==> config.mk <==
export PLATFORM = sky130hd
export DESIGN_NAME = sfrt_cell
export DESIGN_NICKNAME = d
export VERILOG_FILES = /design/src/rtl/sfrt_pkg.sv /design/src/rtl/sfrt_cell.sv
export SDC_FILE = /design/constraint.sdc
export NUM_CORES = 1
export LEC_CHECK = 0
export ABC_AREA = 1
export BUFFER_PORTS_ARGS = -buffer_cell sky130_fd_sc_hd__buf_2
export CAP_MARGIN = 20
export CORE_ASPECT_RATIO = 0.9
export CORE_UTILIZATION = 44
export DETAILED_ROUTE_END_ITERATION = 10
export GPL_ROUTABILITY_DRIVEN = 0
export PLACE_DENSITY_LB_ADDON = 0.15
export SETUP_SLACK_MARGIN = 0.15
export SLEW_MARGIN = 0
export SYNTH_ARGS = -nofsm -noshare
export SYNTH_HDL_FRONTEND = slang
export SYNTH_SLANG_ARGS = --single-unit
==> constraint.sdc <==
create_clock -name clk -period 2.7 [get_ports clk]
set_clock_uncertainty 0.15 [all_clocks]
set_input_delay 0.54 -clock clk [delete_from_list [all_inputs] [get_ports clk]]
set_output_delay 0.54 -clock clk [all_outputs]
set_load 0.05 [all_outputs]
==> src/rtl/sfrt_pkg.sv <==
// Shared types for the symbol frequency rank table.
// Used by the rank cells, the top level and the checker; no dependencies.
package sfrt_pkg;

    // Input opcodes
    localparam logic [1:0] OP_COUNT    = 2'd0;
    localparam logic [1:0] OP_READ     = 2'd1;
    localparam logic [1:0] OP_CLEAR    = 2'd2;
    localparam logic [1:0] OP_RESERVED = 2'd3;

    // Update mode applied to the whole row of cells at once
    typedef enum logic [1:0] {
        UPD_NONE,
        UPD_INC,
        UPD_INS,
        UPD_CLR
    } upd_mode_t;

    // Compare results each cell hands to its neighbors
    typedef struct packed {
        logic lt;   // own key sorts before the broadcast key
        logic gt;   // own key sorts after the broadcast key
    } cell_flags_t;

endpackage

==> src/rtl/sfrt_cell.sv <==
// One rank slot of the sorted frequency list.
// Depends on sfrt_pkg; neighbors are wired up by the top level.
module sfrt_cell
    import sfrt_pkg::*;
#(
    parameter int CW = 24,
    parameter int OW = 8
) (
    input  logic          clk,
    input  logic          rst_n,
    input  upd_mode_t     mode,
    input  logic          is_tail,
    input  logic [7:0]    k_sym,
    input  logic [CW-1:0] k_cnt,
    input  logic [OW-1:0] k_ord,
    input  logic [CW-1:0] o_cnt,
    input  logic [OW-1:0] o_ord,
    input  cell_flags_t   left_flags,
    input  logic [7:0]    left_sym,
    input  logic [CW-1:0] left_cnt,
    input  logic [OW-1:0] left_ord,
    input  cell_flags_t   right_flags,
    input  logic [7:0]    right_sym,
    input  logic [CW-1:0] right_cnt,
    input  logic [OW-1:0] right_ord,
    output cell_flags_t   flags,
    output logic [7:0]    sym,
    output logic [CW-1:0] cnt,
    output logic [OW-1:0] ord
);

    logic          valid_reg, valid_next;
    logic [7:0]    sym_reg, sym_next;
    logic [CW-1:0] cnt_reg, cnt_next;
    logic [OW-1:0] ord_reg, ord_next;
    logic          ge_old;

    // Compare own key against the new and the old broadcast keys
    always_comb
    begin
        flags.lt = valid_reg && ((cnt_reg < k_cnt) || (cnt_reg == k_cnt && ord_reg < k_ord));
        flags.gt = valid_reg && !flags.lt && !(cnt_reg == k_cnt && ord_reg == k_ord);
        ge_old   = valid_reg && !((cnt_reg < o_cnt) || (cnt_reg == o_cnt && ord_reg < o_ord));
    end

    // Select next content: hold, shift from a neighbor, or take the broadcast entry
    always_comb
    begin
        valid_next = valid_reg;
        sym_next   = sym_reg;
        cnt_next   = cnt_reg;
        ord_next   = ord_reg;
        unique case (mode)
            UPD_INC:
            begin
                if (ge_old && right_flags.lt)
                begin
                    sym_next = right_sym;
                    cnt_next = right_cnt;
                    ord_next = right_ord;
                end
                else if (ge_old && flags.lt)
                begin
                    sym_next = k_sym;
                    cnt_next = k_cnt;
                    ord_next = k_ord;
                end
            end
            UPD_INS:
            begin
                if (flags.gt || (!valid_reg && is_tail))
                begin
                    valid_next = 1'b1;
                    if (left_flags.gt)
                    begin
                        sym_next = left_sym;
                        cnt_next = left_cnt;
                        ord_next = left_ord;
                    end
                    else
                    begin
                        sym_next = k_sym;
                        cnt_next = k_cnt;
                        ord_next = k_ord;
                    end
                end
            end
            UPD_CLR:
            begin
                valid_next = 1'b0;
            end
            default:
            begin
            end
        endcase
    end

    always_ff @(posedge clk or negedge rst_n)
    begin
        if (!rst_n)
        begin
            valid_reg <= 1'b0;
        end
        else
        begin
            valid_reg <= valid_next;
        end
    end

    always_ff @(posedge clk)
    begin
        sym_reg <= sym_next;
        cnt_reg <= cnt_next;
        ord_reg <= ord_next;
    end

    assign sym   = sym_reg;
    assign cnt   = cnt_reg;
    assign ord   = ord_reg;

endmodule

==> qor.yml <==
setup_viol: 2
routed_via_density: 5.17
maxCapViolations: 0
synth-seq-cells: 41
wirelength_mm: 14.8
slew_headroom: 0.715
area_growth_pct: 49.2
syn-num-nets: 891
io_pins: 203
cts_sinks: 41
pre_cts_ws_ps: -145
largest_reg_flops: 24
critical_path_class: "input pin to output pin"
drive_above_1_share: 0.372
cts_buffers: 5
ant_nets: 0
start_util: 0.462
clk_path_buf_depth: 2
die_h_um: 98.3
cts_tree: "done"
synth_area_sq_um: 4540
antenna_found_initial: 0
critPathArrivalTime_ps: 2070
final_area_sq_um: 6770
finalCritPeriodShare: 1.02
num_antenna_cells: 0
setup_slack_ps: -61.4
fill_cells: 828
die_w_um: 109
leakage_uw: 0.00372
start_kind: "input pin"
syn_inst: 667
coreArea_sq_um: 9830
die_area_sq_um: 10700
wl_per_cell_um: 14.5
cts_root_buf: "clkbuf_16"
grt_pass1_wl_mm: 22.3
period_needed_ps: 2760
rsz0062_at_grt: "yes"
clock_latency_ps: 290
nets: 1123
ir_drop_mv: 0.239
first_iter_violations: 239
worst_pin_slew_ps: 427
syn_area_per_cell_sq_um: 6.80
place_hpwl_mm: 10.7
end_kind: "output pin"
yosysUniqueCellTypes: 25
placed_area_sq_um: 5940
grt-ovfl-total: 0
io_buffers: 200
path_clk_slew_ps: 60
grt_pass1_vias: 4923
grt_usage: 0.264
mostFrequentLayoutCells: "buf_2, nand2_1, inv_1, a21oi_1, ha_1"
firstDrtPassIters: 5
violations: "setup timing"
hold_viol: 0
hold_path_class: "input pin to flip-flop"
layout_commonest_cell: "buf_2"
ys_warn_count: 0
required_ps: 2010
grt_max_degree: 81
powerDensity_nw_per_um2: 403
setup_tns_ps: -99.8
rows: 34
status: "finished with violations"
clock.fmax_mhz: 362
crit_fanout: 3
vias: 5301
maxSlewViolCount: 0
drc_errors: 0
yosysSeqAreaShare: 0.270
cts_max_level: 2
==> cell families (layout without fill, tap and decap cells) <==
family                   count (synthesis)  in the layout  share of synthesized area
buffers and inverters                  169            402                      0.149
flip-flops                              41             41                      0.270
adder cells (fa/ha/maj)                 63             63                      0.174
AND/OR/NAND/NOR                        276            276                      0.273
AO/OA/AOI/OAI                          118            118                      0.134
==> metal layers <==
layer / GRT usage / part of all wire / vias up
li1: - / - / 2677
met1: 0.340 / 0.43 / 2378
met2: 0.452 / 0.48 / 219
met3: 0.0481 / 0.072 / 27
met4: 0.0624 / 0.016 / 0
met5: 0 / 0 / -
==> worst paths after layout <==
| check | from | endpoint | cells past startpoint | slack, ps |
|---|---|---|---|---|
| setup / recovery | k_cnt[11] | flags[0] | 13 | -60 |
| hold / removal | mode[1] | valid_reg$_DFFE_PN0P_ | 4 | 370 |
| setup reg to reg | cnt[17]$_DFFE_PP_ | cnt[12]$_DFFE_PP_ | 14 | 100 |
| hold reg to reg | valid_reg$_DFFE_PN0P_ | valid_reg$_DFFE_PN0P_ | 2 | 390 |
| max in group asynchronous | rst_n | valid_reg$_DFFE_PN0P_ | 2 | 1900 |
| min in group asynchronous | rst_n | valid_reg$_DFFE_PN0P_ | 2 | 420 |
==> per-stage QoR <==
step / util / hold slack, ps / total power [uW] / cells
2_1_floorplan: - / 94.4 / 1470 / 667
3_3_place_gp: 0.605 / 166 / 1820 / 992
3_5_place_dp: 0.605 / 166 / 1850 / 992
4_1_cts: 0.632 / 364 / 2560 / 1010
5_1_grt: 0.689 / 393 / 2890 / 1026
6_report: 0.689 / 367 / 2730 / 1026
==> layout make-up <==
type                       count  area [sq um]  share of cell area
clock buffer                   5           125              0.0185
sequential                    41          1230               0.181
tap                          126           158              0.0233
inverter                     136           514              0.0759
timing repair buffer         258          1690               0.250
multi-input combinational    457          3010               0.445
clock inverter                 3          41.3             0.00610
==> where the power goes <==
part / internal [uW] / leakage [uW] / switching [uW] / total (uW)
combinational: 494 / 0.00327 / 729 / 1220
sequential: 771 / 0.000381 / 32.8 / 804
clock: 434 / 0.0000775 / 269 / 703
==> critical path: stages <==
cell	delay, ps
buf_2	100
inv_1	110
ha_4	230
buf_4	130
a21oi_1	160
o21ai_1	100
nand2_1	60
nand2_1	50
nand2_1	100
nand3_4	120
nand3_4	130
clkinvlp_4	90
buf_8	150
==> timing repair <==
item | 4_1_cts | 5_1_grt
setup buffers | 9 | 11
pin swaps | 1 | 21
setup endpoints to repair | 2 | 82
gates resized for setup | 8 | 64
hold endpoints to repair | 1 | 0
hold buffers | 1 | 0
gates cloned | 0 | 5
==> Yosys cell counts (all sizes together) <==
master / number / area share
nand2: 156 / 0.13
inv: 134 / 0.11
a21oi: 67 / 0.076
ha: 63 / 0.17
nand3: 50 / 0.059
o21ai: 48 / 0.053
nand4: 43 / 0.059
edfxtp: 40 / 0.26
nor2: 22 / 0.019
clkbuf: 17 / 0.014
buf: 16 / 0.022
nor3: 3 / 0.0033
a21o: 2 / 0.0033
clkinv: 2 / 0.0017
nand3b: 2 / 0.0033
dfrtp: 1 / 0.0055
o21a: 1 / 0.0017
Note: power is estimated with default switching activity, not from simulation.
